### src/rtl/core/stp_pkg.sv
// Shared constants, codes and types of the slot table round-robin picker.
package stp_pkg;

   // Table size and tag width.
   localparam int SLOTS    = 16;
   localparam int TAG_BITS = 16;

   // Derived widths.
   localparam int SLOT_W = (SLOTS > 1) ? $clog2(SLOTS) : 1;
   localparam int TAG_W  = (TAG_BITS < 16) ? TAG_BITS : 16;
   // Slot counts up to 32 fit in six bits.
   localparam int CNT_W  = 6;

   // Operation codes.
   localparam logic [1:0] OP_SUBMIT   = 2'd0;
   localparam logic [1:0] OP_DONE_OK  = 2'd1;
   localparam logic [1:0] OP_DONE_ERR = 2'd2;
   localparam logic [1:0] OP_PICK     = 2'd3;

   // Result status codes.
   localparam logic [2:0] STAT_OK         = 3'd0;
   localparam logic [2:0] STAT_UNMANAGED  = 3'd1;
   localparam logic [2:0] STAT_REFUSED    = 3'd2;
   localparam logic [2:0] STAT_NONE_READY = 3'd3;
   localparam logic [2:0] STAT_STALE      = 3'd4;

   // Configuration register indexes.
   localparam logic [1:0] CSR_MANAGED = 2'd0;
   localparam logic [1:0] CSR_STALE   = 2'd1;
   localparam logic [1:0] CSR_MIN_LAG = 2'd2;

   // Configuration reset values.
   localparam logic [4:0]  MANAGED_RST = 5'd16;
   localparam logic [31:0] STALE_RST   = 32'd2000000;
   localparam logic [31:0] MIN_LAG_RST = 32'd1000;

   // One entry of the occupant memory.
   typedef struct packed {
      logic [TAG_W-1:0] tag;
      logic [31:0]      last_turn;
      logic [31:0]      inject_time;
   } mem_entry_type;

   // Outcome of the round-robin search.
   typedef struct packed {
      logic              found;
      logic [SLOT_W-1:0] idx;
   } find_result_type;

endpackage

### src/rtl/core/stp_rr_find.sv
// Round-robin search for the first eligible slot at or after a start index.
module stp_rr_find
   import stp_pkg::*;
(
   input  logic [SLOTS-1:0]  elig,
   input  logic [SLOT_W-1:0] start_idx,
   output find_result_type   result
);

   logic [SLOTS-1:0]  upper;
   logic              upper_any;
   logic [SLOT_W-1:0] upper_idx;
   logic [SLOT_W-1:0] low_idx;

   // Split the eligible set into the part at or after the start index.
   always_comb begin
      for (int k = 0; k < SLOTS; k++) begin
         upper[k] = elig[k] && (SLOT_W'(k) >= start_idx);
      end
   end

   // Lowest set bit of each set; scanning downward leaves the lowest one.
   always_comb begin
      upper_idx = '0;
      low_idx   = '0;
      for (int k = SLOTS - 1; k >= 0; k--) begin
         if (upper[k]) begin
            upper_idx = SLOT_W'(k);
         end
         if (elig[k]) begin
            low_idx = SLOT_W'(k);
         end
      end
   end

   // Wrap to the bottom of the table when nothing lies past the start.
   assign upper_any    = |upper;
   assign result.found = |elig;
   assign result.idx   = upper_any ? upper_idx : low_idx;

endmodule

### src/rtl/core/slot_table_round_robin_picker_top.sv
// Top level of the slot table round-robin picker: control, flags and occupant memory.
//
// The block keeps one request slot per managed core and handles one command at a time.
// A command is taken when start is high and busy is low. A submit or a completion
// presents its result after the occupant memory read and a step that decides and
// writes back; the strobe cycle can already take the next command. A pick presents
// its result after the cursor check, the round-robin search, and the memory read of
// the picked tag. When the slot count has been lowered to or below the stored cursor,
// the cursor is reduced by one subtraction of the count per cycle before the search.
// Every result is shown for exactly one cycle with rsp_valid high and cannot be held
// off, so take it then. Fields that do not apply to an operation read as zero. Write
// configuration only while busy is low and no result is outstanding.
module slot_table_round_robin_picker_top
   import stp_pkg::*;
(
   input  logic        clock,
   input  logic        reset,
   // Command channel.
   input  logic        start,
   output logic        busy,
   input  logic [1:0]  req_opcode,
   input  logic [4:0]  req_slot_index,
   input  logic [15:0] req_target_tag,
   input  logic [31:0] req_target_last_turn,
   input  logic        req_target_blocked,
   input  logic [31:0] req_now_us,
   // Result channel.
   output logic        rsp_valid,
   output logic [2:0]  rsp_status,
   output logic        rsp_evicted_valid,
   output logic [15:0] rsp_evicted_tag,
   output logic        rsp_picked_valid,
   output logic [4:0]  rsp_picked_slot,
   output logic [15:0] rsp_picked_tag,
   output logic        rsp_picked_failed,
   // Configuration write channel.
   input  logic        csr_valid,
   output logic        csr_ready,
   input  logic [1:0]  csr_index,
   input  logic [31:0] csr_wdata
);

   typedef enum logic [2:0] {
      ST_IDLE,
      ST_EVAL,
      ST_MOD,
      ST_SCAN,
      ST_PTAG
   } state_type;

   // Configuration registers.
   logic [4:0]  managed_ff;
   logic [31:0] stale_ff;
   logic [31:0] min_lag_ff;

   // Control state and per-slot flags.
   state_type         state_ff;
   logic [SLOTS-1:0]  occ_ff;
   logic [SLOTS-1:0]  done_ff;
   logic [SLOTS-1:0]  failed_ff;
   logic [SLOT_W-1:0] cursor_ff;
   logic [SLOT_W-1:0] cur_ff;

   // Captured command.
   logic [1:0]       op_ff;
   logic [4:0]       slot_ff;
   logic [TAG_W-1:0] tag_ff;
   logic [31:0]      last_ff;
   logic [31:0]      now_ff;
   logic             blocked_ff;
   logic             lag_hit_ff;

   // Pick bookkeeping.
   logic [SLOT_W-1:0] pick_slot_ff;
   logic              pick_failed_ff;

   // Result registers.
   logic        rsp_valid_ff;
   logic [2:0]  rsp_status_ff;
   logic        rsp_evicted_valid_ff;
   logic [15:0] rsp_evicted_tag_ff;
   logic        rsp_picked_valid_ff;
   logic [4:0]  rsp_picked_slot_ff;
   logic [15:0] rsp_picked_tag_ff;
   logic        rsp_picked_failed_ff;

   // Occupant memory.
   mem_entry_type     mem [SLOTS];
   mem_entry_type     rd_data_ff;
   logic [SLOT_W-1:0] rd_addr;
   logic              mem_we;

   // Decision signals.
   logic [CNT_W-1:0]  n_eff;
   logic [SLOT_W-1:0] sidx;
   logic              unmanaged;
   logic              slot_occ;
   logic              slot_done;
   logic              stale_hold;
   logic              submit_refuse;
   logic              complete_match;
   logic              lag_hit_in;
   logic [SLOTS-1:0]  elig;
   find_result_type   find;
   logic [CNT_W-1:0]  next_cursor;
   logic [SLOT_W-1:0] cursor_in;

   // Configuration writes are always taken.
   assign csr_ready = 1'b1;

   always_ff @(posedge clock) begin
      if (reset) begin
         managed_ff <= MANAGED_RST;
         stale_ff   <= STALE_RST;
         min_lag_ff <= MIN_LAG_RST;
      end else if (csr_valid && csr_ready) begin
         unique case (csr_index)
            CSR_MANAGED: managed_ff <= csr_wdata[4:0];
            CSR_STALE:   stale_ff   <= csr_wdata;
            CSR_MIN_LAG: min_lag_ff <= csr_wdata;
            default: ;
         endcase
      end
   end

   // Effective slot count, clipped to the table size.
   assign n_eff = ({1'b0, managed_ff} >= CNT_W'(SLOTS)) ? CNT_W'(SLOTS) : {1'b0, managed_ff};

   // Minimum lag check on the incoming command, formed without wrap.
   assign lag_hit_in = {1'b0, req_now_us} < ({1'b0, req_target_last_turn} + {1'b0, min_lag_ff});

   // Submit and completion decisions from the captured command and the memory read.
   assign sidx           = slot_ff[SLOT_W-1:0];
   assign unmanaged      = {1'b0, slot_ff} >= n_eff;
   assign slot_occ       = occ_ff[sidx];
   assign slot_done      = done_ff[sidx];
   assign stale_hold     = (last_ff >= rd_data_ff.last_turn) &&
                           ({1'b0, now_ff} < ({1'b0, rd_data_ff.inject_time} + {1'b0, stale_ff}));
   assign submit_refuse  = blocked_ff || lag_hit_ff || (slot_occ && (slot_done || stale_hold));
   assign complete_match = slot_occ && !slot_done && (rd_data_ff.tag == tag_ff);

   // Completed occupants within the managed range are candidates for a pick.
   always_comb begin
      for (int k = 0; k < SLOTS; k++) begin
         elig[k] = occ_ff[k] && done_ff[k] && (CNT_W'(k) < n_eff);
      end
   end

   stp_rr_find u_find (
      .elig      (elig),
      .start_idx (cur_ff),
      .result    (find)
   );

   // Cursor moves past the picked slot and wraps at the slot count.
   assign next_cursor = CNT_W'(find.idx) + CNT_W'(1);
   assign cursor_in   = (next_cursor == n_eff) ? '0 : SLOT_W'(next_cursor);

   // Memory address: the command's slot on transfer, the found slot during the search.
   assign rd_addr = (state_ff == ST_SCAN) ? find.idx : req_slot_index[SLOT_W-1:0];
   assign mem_we  = (state_ff == ST_EVAL) && !unmanaged && (op_ff == OP_SUBMIT) &&
                    !submit_refuse;

   always_ff @(posedge clock) begin
      if (mem_we) begin
         mem[sidx] <= '{tag: tag_ff, last_turn: last_ff, inject_time: now_ff};
      end
      rd_data_ff <= mem[rd_addr];
   end

   // Control sequencer, slot flags and result registers.
   always_ff @(posedge clock) begin
      if (reset) begin
         state_ff     <= ST_IDLE;
         occ_ff       <= '0;
         done_ff      <= '0;
         failed_ff    <= '0;
         cursor_ff    <= '0;
         rsp_valid_ff <= 1'b0;
      end else begin
         rsp_valid_ff <= 1'b0;
         unique case (state_ff)
            ST_IDLE: begin
               if (start) begin
                  op_ff      <= req_opcode;
                  slot_ff    <= req_slot_index;
                  tag_ff     <= req_target_tag[TAG_W-1:0];
                  last_ff    <= req_target_last_turn;
                  now_ff     <= req_now_us;
                  blocked_ff <= req_target_blocked;
                  lag_hit_ff <= lag_hit_in;
                  cur_ff     <= cursor_ff;
                  state_ff   <= (req_opcode == OP_PICK) ? ST_MOD : ST_EVAL;
               end
            end

            ST_EVAL: begin
               rsp_valid_ff         <= 1'b1;
               rsp_evicted_valid_ff <= 1'b0;
               rsp_evicted_tag_ff   <= '0;
               rsp_picked_valid_ff  <= 1'b0;
               rsp_picked_slot_ff   <= '0;
               rsp_picked_tag_ff    <= '0;
               rsp_picked_failed_ff <= 1'b0;
               state_ff             <= ST_IDLE;
               if (unmanaged) begin
                  rsp_status_ff <= STAT_UNMANAGED;
               end else if (op_ff == OP_SUBMIT) begin
                  if (submit_refuse) begin
                     rsp_status_ff <= STAT_REFUSED;
                  end else begin
                     rsp_status_ff        <= STAT_OK;
                     rsp_evicted_valid_ff <= slot_occ;
                     rsp_evicted_tag_ff   <= slot_occ ? 16'(rd_data_ff.tag) : '0;
                     occ_ff[sidx]         <= 1'b1;
                     done_ff[sidx]        <= 1'b0;
                     failed_ff[sidx]      <= 1'b0;
                  end
               end else if (complete_match) begin
                  rsp_status_ff   <= STAT_OK;
                  done_ff[sidx]   <= 1'b1;
                  failed_ff[sidx] <= (op_ff == OP_DONE_ERR);
               end else begin
                  rsp_status_ff <= STAT_STALE;
               end
            end

            ST_MOD: begin
               // None ready if no slots; else bring a left-over cursor into range.
               if (n_eff == '0) begin
                  rsp_valid_ff         <= 1'b1;
                  rsp_status_ff        <= STAT_NONE_READY;
                  rsp_evicted_valid_ff <= 1'b0;
                  rsp_evicted_tag_ff   <= '0;
                  rsp_picked_valid_ff  <= 1'b0;
                  rsp_picked_slot_ff   <= '0;
                  rsp_picked_tag_ff    <= '0;
                  rsp_picked_failed_ff <= 1'b0;
                  state_ff             <= ST_IDLE;
               end else if ({1'b0, cur_ff} >= n_eff) begin
                  cur_ff <= SLOT_W'({1'b0, cur_ff} - n_eff);
               end else begin
                  state_ff <= ST_SCAN;
               end
            end

            ST_SCAN: begin
               if (!find.found) begin
                  rsp_valid_ff         <= 1'b1;
                  rsp_status_ff        <= STAT_NONE_READY;
                  rsp_evicted_valid_ff <= 1'b0;
                  rsp_evicted_tag_ff   <= '0;
                  rsp_picked_valid_ff  <= 1'b0;
                  rsp_picked_slot_ff   <= '0;
                  rsp_picked_tag_ff    <= '0;
                  rsp_picked_failed_ff <= 1'b0;
                  state_ff             <= ST_IDLE;
               end else begin
                  pick_slot_ff        <= find.idx;
                  pick_failed_ff      <= failed_ff[find.idx];
                  occ_ff[find.idx]    <= 1'b0;
                  done_ff[find.idx]   <= 1'b0;
                  failed_ff[find.idx] <= 1'b0;
                  cursor_ff           <= cursor_in;
                  state_ff            <= ST_PTAG;
               end
            end

            ST_PTAG: begin
               // The picked tag arrives from the memory in this cycle.
               rsp_valid_ff         <= 1'b1;
               rsp_status_ff        <= STAT_OK;
               rsp_evicted_valid_ff <= 1'b0;
               rsp_evicted_tag_ff   <= '0;
               rsp_picked_valid_ff  <= 1'b1;
               rsp_picked_slot_ff   <= 5'(pick_slot_ff);
               rsp_picked_tag_ff    <= 16'(rd_data_ff.tag);
               rsp_picked_failed_ff <= pick_failed_ff;
               state_ff             <= ST_IDLE;
            end

            default: state_ff <= ST_IDLE;
         endcase
      end
   end

   // Port drive.
   assign busy              = (state_ff != ST_IDLE);
   assign rsp_valid         = rsp_valid_ff;
   assign rsp_status        = rsp_status_ff;
   assign rsp_evicted_valid = rsp_evicted_valid_ff;
   assign rsp_evicted_tag   = rsp_evicted_tag_ff;
   assign rsp_picked_valid  = rsp_picked_valid_ff;
   assign rsp_picked_slot   = rsp_picked_slot_ff;
   assign rsp_picked_tag    = rsp_picked_tag_ff;
   assign rsp_picked_failed = rsp_picked_failed_ff;

endmodule

### config.mk
export PLATFORM = sky130hd
export DESIGN_NAME = slot_table_round_robin_picker_top
export DESIGN_NICKNAME = d
export VERILOG_FILES = /design/src/rtl/core/stp_pkg.sv /design/src/rtl/core/stp_rr_find.sv /design/src/rtl/core/slot_table_round_robin_picker_top.sv
export SDC_FILE = /design/constraint.sdc
export NUM_CORES = 2
export LEC_CHECK = 0
export BUFFER_PORTS_ARGS = -buffer_cell sky130_fd_sc_hd__buf_2
export CAP_MARGIN = 15
export CORE_ASPECT_RATIO = 1.1
export CORE_UTILIZATION = 50
export CTS_CLUSTER_SIZE = 14
export DETAILED_ROUTE_END_ITERATION = 10
export PLACE_DENSITY_LB_ADDON = 0.25
export SLEW_MARGIN = 40
export SYNTH_ARGS = -nofsm -noshare
export SYNTH_HDL_FRONTEND = slang
export SYNTH_SLANG_ARGS = --single-unit
### constraint.sdc
create_clock -name clock -period 9 [get_ports clock]
set_input_delay 0.9 -clock clock [delete_from_list [all_inputs] [get_ports clock]]
set_output_delay 0.9 -clock clock [all_outputs]
set_load 0.02 [all_outputs]
* Yosys cells after proc, flatten, opt, wreduce, memory -nomap -nowiden
Memories as Yosys holds them, arrays and structs flattened. A register that Yosys moved wholly into a read port is not among the register bits.
Index checks and enable logic that the tools add are counted.
** Word-level totals
- Bits in registers :: 266
- Bits in writable memories :: 1280
- Output and inout port bits :: 46
- Memories kept :: 1
** Operators by class
- $add $sub $neg :: 4
- Magnitude comparators :: 42
- Equality and inequality tests :: 22
- Multiplexer cells :: 105
- Bitwise operators :: 10
- Reductions and logical operators :: 85
** Memory list
- mem :: words 16, bits a word 80, read ports 1, clocked after Yosys merged registers in 1, wr ports 1, RTL line slot_table_round_robin_picker_top.sv:88 : mem_entry_type mem [SLOTS];
** Operators by type and width (number)
- two-way mux 16 bit :: 20
- two-way mux 4 bit :: 38
- case mux 16 bit (4 select lines) :: 2
- case mux 16 bit (2 select lines) :: 3
- AND 16 bit :: 5
- adder 32 x 32 -> 33 bit :: 2
- less-than comparator 32 x 33 -> 1 bit :: 2
- logical AND 1 bit :: 57
- less-than comparator 4 x 5 -> 1 bit (first input constant) :: 8
- >= comparator 32 bit :: 1
- >= comparator 4 bit (first input constant) :: 8
- NOT 16 bit :: 2
- bitwise OR 16 bit :: 2
- OR reduction 16 bit :: 2
- two-way mux 3 bit :: 9
- less-than comparator 3 x 5 -> 1 bit (first input constant) :: 4
- case mux 5 bit (4 select lines) :: 1
- bitwise mux 16 bit :: 1
- equality test 16 bit :: 1
- >= comparator 3 x 4 -> 1 bit (first input constant) :: 4
- inequality test 2 bit (second input constant) :: 8
- two-way mux 5 bit :: 3
- AND reduction 5 bit :: 3
- two-way mux 1 bit :: 14
- other kinds (41) :: 68

* Longest topological paths before layout
- Depth after elaboration :: 30
- Gate-level depth with buffers :: 25
- Mapped depth without buffers :: 23

* Cells and area by module
Synthesis repeated with hierarchy kept, for this count alone.
** Second synthesis, totals
- Cell total of the unflattened synthesis :: 4009
- Area total of the unflattened synthesis :: 66692.7 um^2
** Modules (own cells, without submodules)
- slot_table_round_robin_picker_top :: times used 1, cells each 3908, area an instance 66015.8 um^2, seq. area each 46744.8 um^2
- stp_rr_find :: times used 1, cells each 101, area an instance 676.9 um^2, seq. area each 0.0 um^2

* Worst setup path after synthesis
No wires, ideal clock.
- Path kind :: flip-flop to flip-flop
- Start :: reg stale_ff[16]
- End :: mem mem[5][0] (netlist name) (enable)
- Library setup time :: 0.447 ns
- Data arrival time :: 6.717 ns
- Required time :: 8.553 ns
- Path slack :: 1.835 ns
- Cell stages (with the launch flop) :: 23
- Path buffers :: 2
- Cell sequence :: dfxtp_1 ha_1 a21o_1 a21o_1 a221o_1 a21oi_1 o211ai_1 a31oi_1 o21bai_1 a2111oi_0 nor2_1 xnor2_1 ha_1 inv_1 o21ai_0 nor2_1 a2111o_1 a31o_1 o311ai_2 and3_1 buf_2 clkbuf_1 and2_1
** Between the ends
- Word-level cells in the longest chain between the ends :: 10
** RTL lines
- from (decl) :: RTL line slot_table_round_robin_picker_top.sv:53 : logic [31:0] stale_ff;
- from (signal assigned) :: RTL line slot_table_round_robin_picker_top.sv:119 : CSR_STALE: stale_ff <= csr_wdata;
- adder 32 x 32 -> 33 bit :: RTL line slot_table_round_robin_picker_top.sv:138 : ({1'b0, now_ff} < ({1'b0, rd_data_ff.inject_time} + {1'b0, stale_ff}));
- less-than comparator 32 x 33 -> 1 bit :: RTL line slot_table_round_robin_picker_top.sv:138
- logical AND 1 bit :: RTL line slot_table_round_robin_picker_top.sv:137 : assign stale_hold = (last_ff >= rd_data_ff.last_turn) &&
- logical OR 1 bit :: RTL line slot_table_round_robin_picker_top.sv:139 : assign submit_refuse = blocked_ff || lag_hit_ff || (slot_occ && (slot_done || stale_hold));
- logical AND 1 bit :: RTL line slot_table_round_robin_picker_top.sv:139
- logical OR 1 bit :: RTL line slot_table_round_robin_picker_top.sv:139
- logical NOT 1 bit :: RTL line slot_table_round_robin_picker_top.sv:162 : !submit_refuse;
- logical AND 1 bit :: RTL line slot_table_round_robin_picker_top.sv:161 : assign mem_we = (state_ff == ST_EVAL) && !unmanaged && (op_ff == OP_SUBMIT) &&
- two-way mux 1 bit :: RTL line slot_table_round_robin_picker_top.sv:165 : if (mem_we) begin
- two-way mux 1 bit (not written as such) :: RTL line slot_table_round_robin_picker_top.sv:166 : mem[sidx] <= '{tag: tag_ff, last_turn: last_ff, inject_time: now_ff};
- to (decl) :: RTL line slot_table_round_robin_picker_top.sv:88
Every way passes these cells.

* Final worst setup path
- Start :: reg stale_ff[16]
- End :: mem mem[7][65] (netlist name) (enable)
The elaborated chain is that of the path after synthesis.

==> metrics.md <==
| Metric | Value |
|---|---|
| Yosys warning count | `0` |
| Hold WS | `0.291 ns` |
| Fin crit period | `7.38 ns` |
| Tightest Pin Transition | `0.968 ns` |
| GP Congestion | `0.884` |
| Area leader, netlist | `edfxtp_1` |
| Row cnt | `139` |
| Post-CTS Resized | `0` |
| Clock slew at reported path FFs | `0.06 ns` |
| Sequential power share | `51.6%` |
| CTS Hold Bufs | `0` |
| Leakage power total | `25.5 nW` |
| Period utilization | `82.0%` |
| Setup Skew | `0.0348 ns` |
| DIE AREA | `0.134 mm²` |
| Final Worst Setup Slack | `1.62 ns` |
| Top Ports | `172` |
| Initial Util | `50.6%` |
| Clock Path Buffers | `3` |
| DRC violations left | `0` |
| FMAX | `136 MHz` |
| Number of post-CTS setup repair buffers | `0` |
| Peak VDD IR | `0.000199 V` |
| Switch Pwr | `3.65 mW` |
| Die H | `384 µm` |
| Global route total overflow | `0` |
| Crit path max-delay cell type | `and3_1` |
| Final Util | `57.2%` |
| WP data required | `9.44 ns` |
| R2r setup slk | `1.62 ns` |
| RSZ-0062 raised after global routing | `false` |
| DRT antenna net count | `0` |
| Top-area cell type share of the netlist area | `64.3%` |
| Status | `complete, no violations` |
| Seq cells post-synth | `1,625` |
| Crit-path max cell delay | `0.77 ns` |
| MaxCap Viol Count | `0` |
| Element type at the critical path end | `register` |
| Pwr dens | `217 mW/mm²` |
| First-pass GRT wire length | `250,000 µm` |
| Root Buffer | `clkbuf_16` |
| All-Layer GR Usage | `26.1%` |
| Setup Crit Path Kind | `register to register` |
| Vias in the first global route | `36,200` |
| Setup total negative slack | `0 ns` |
| Final setup violation count | `0` |
| Hold Path Class | `primary input to register` |
| Net Count, Synth | `4,158` |
| Layout area overhead | `13.1%` |
| Vias per inst | `6.17` |
| Worst r2r dst | `mem[7][65]$_DFFE_PP_` |
| Combinational share of power | `6.9%` |
| CORE AREA | `0.131 mm²` |
| Clock power share | `41.4%` |
| Routed via count | `37,100` |
| Cell chain of the critical path | `ha_1 -> a21o_1 -> a21o_1 -> a221o_1 -> a21oi_1 -> o211ai_1 -> a31oi_1 -> o21bai_1 -> a2111oi_1 -> nor2_1 -> xnor2_1 -> ha_1 -> inv_1 -> o21ai_0 -> nor2_1 -> a2111o_1 -> a31o_1 -> o311ai_2 -> and3_1 -> and2_4 -> buf_4` |
| Number of DRC markers in iteration 0 | `4,345` |
| EDFF count, synth | `1,420` |
| Sink Count | `1,625` |
| Worst-Skew Late Latency | `0.79 ns` |
| Mapped Cells | `3,858` |
| H-tree levels | `4` |
| Final WL | `174,000 µm` |
| Worst setup path end | `mem[7][65]$_DFFE_PP_` |
| Yosys cell types | `91` |
| Commonest cells post-synth | `1,420 x edfxtp_1, 331 x nand2_1, 330 x mux4_2` |
| Worst r2r src | `stale_ff[16]$_SDFFE_PP0P_` |
| Port bufs | `169` |
| CTS tree | `yes` |
| Dpl ws | `1.58 ns` |
| Ys async rst share | `0%` |
| Top_reg_cell synth | `edfxtp_1` |
| Layout cells sized above 1 | `20.7%` |
| WL/cell | `29.0 µm` |
| Pin count of the biggest net entering global routing | `129` |
| Final Slew Violations | `0` |
| Fin nets | `4,407` |
| HPWL after DPL | `114,000 µm` |
| CP startpoint | `stale_ff[16]$_SDFFE_PP0P_` |
| Most common cell in the netlist | `edfxtp_1` |
| DR pass1 iterations | `6` |
| Synth Cell Area | `0.0663 mm²` |
| Internal power | `12.6 mW` |
| Antenna violations before repair | `15` |
| Arr. time, crit path | `7.82 ns` |
| Switching Share | `22.5%` |
| CP Max Fanout | `47` |
| Slew HR | `35.0%` |
| Fin. Hold Viols | `0` |
| Chip width | `349 µm` |
| Avg Inst Size Synth | `17.2 µm²` |
| Ranking of synthesized cells by area | `edfxtp_1 64%, mux4_2 11%, dfxtp_1 6.2%` |
| Clock buffer count from CTS | `160` |
| FF-to-FF path depth | `21` |
| Register area share after synthesis | `70.5%` |
| Setup crit start kind | `register` |
-- area by class of cell --
cell class	count	area (µm²)
fill	10000	56100
sequential	1625	46700
multi-input combinational	1983	18600
clock buffer	222	4460
tap	1762	2200
timing repair buffer	263	1890
clock inverter	75	820
inverter	74	278
antenna	4	10.0
-- critical path: cells and delay by family, from the launching register on --
family | cells | cell delay, ns
xor gates and xnor gates | 1 | 0.16
AOI/OAI and AO/OA | 12 | 3.63
adders and majority gates | 2 | 0.67
buffers and inverters | 2 | 0.47
DFF | 1 | 0.32
and+or+nand+nor | 4 | 1.76
-- sequential cells by signal, summed over array words and instances, names as in the netlist, 3 cells and up, named ones only --
name,cells
last_ff,32
stale_ff,32
failed_ff,16
mem,1280
rsp_status,3
cursor_ff,4
rsp_picked_slot,4
rsp_picked_tag,16
occ_ff,16
rsp_evicted_tag,16
managed_ff,5
cur_ff,4
slot_ff,5
rd_data_ff,80
pick_slot_ff,4
now_ff,32
min_lag_ff,32
state_ff,3
tag_ff,16
-- metrics by stage --
step	total power, mW	instance area (µm²)	std cells
4_1_cts	16.3	74900	5997
6_report	16.2	75000	6008
2_1_floorplan	9.22	66300	3858
3_5_place_dp	9.67	69600	5700
3_3_place_gp	9.65	69500	5695
5_1_grt	16.7	75000	6004
-- how the worst min path moves through the flow --
stage                               from                         to  slack, ns  depth (start not counted)
2_1_floorplan  cursor_ff[3]$_SDFFE_PP0P_  cursor_ff[3]$_SDFFE_PP0P_       0.42                          2
3_3_place_gp   cursor_ff[3]$_SDFFE_PP0P_  cursor_ff[3]$_SDFFE_PP0P_       0.43                          2
3_5_place_dp   cursor_ff[3]$_SDFFE_PP0P_  cursor_ff[3]$_SDFFE_PP0P_       0.44                          2
4_1_cts                req_target_tag[3]        tag_ff[3]$_DFFE_PP_       0.24                          1
5_1_grt               req_target_tag[11]       tag_ff[11]$_DFFE_PP_       0.25                          1
6_report              req_target_blocked       blocked_ff$_DFFE_PP_       0.29                          1
-- cell families after synthesis --
kind of cell | after synthesis | synth area share, %
other cells | 2 | 0.0113
compound gates | 664 | 6.91
xor+xnor | 79 | 1.06
simple gates | 713 | 5.04
flops | 1625 | 70.5
mux | 351 | 11.5
fa+ha+maj | 174 | 3.32
buf+inv | 250 | 1.64
-- placed cells by master (no fill, tap or decap), types with 21 or more instances in the layout --
master	synthesis	routed
clkinv_1	1	25
buf_2	102	168
a22oi_1	166	166
clkbuf_16	0	164
a21o_1	69	69
buf_12	0	21
nand3_1	46	46
xnor2_1	45	44
ha_1	171	171
and2_1	61	43
clkbuf_1	63	44
inv_1	69	69
a21oi_1	167	167
mux4_2	330	330
nor2_1	105	103
o21ai_0	54	54
nand2_1	331	331
xor2_1	33	33
nor3_1	42	42
dfxtp_1	205	204
edfxtp_1	1420	1420
buf_4	4	66
nand4_1	24	24
-- power by group through the flow --
stage	sequential, mW	clock, mW	combinational [mW]
final	8.39	6.73	1.13
after global routing	8.40	7.08	1.22
after CTS	8.39	6.81	1.13
after detailed placement	8.55	0	1.12
after global placement	8.55	0	1.10
after floorplan	8.50	0	0.716
-- metal layers --
layer / GRT usage [%] / up-vias / share of wire (%) / wire (µm)
met5: 0 / - / 0.015 / 26
met4: 7.50 / 4 / 2.7 / 4750
met3: 4.98 / 238 / 9.0 / 15700
met2: 40.0 / 1788 / 46 / 80800
met1: 38.3 / 19100 / 42 / 72800
li1: - / 16000 / - / -
No activity file was read; power rests on OpenSTA's default activity.
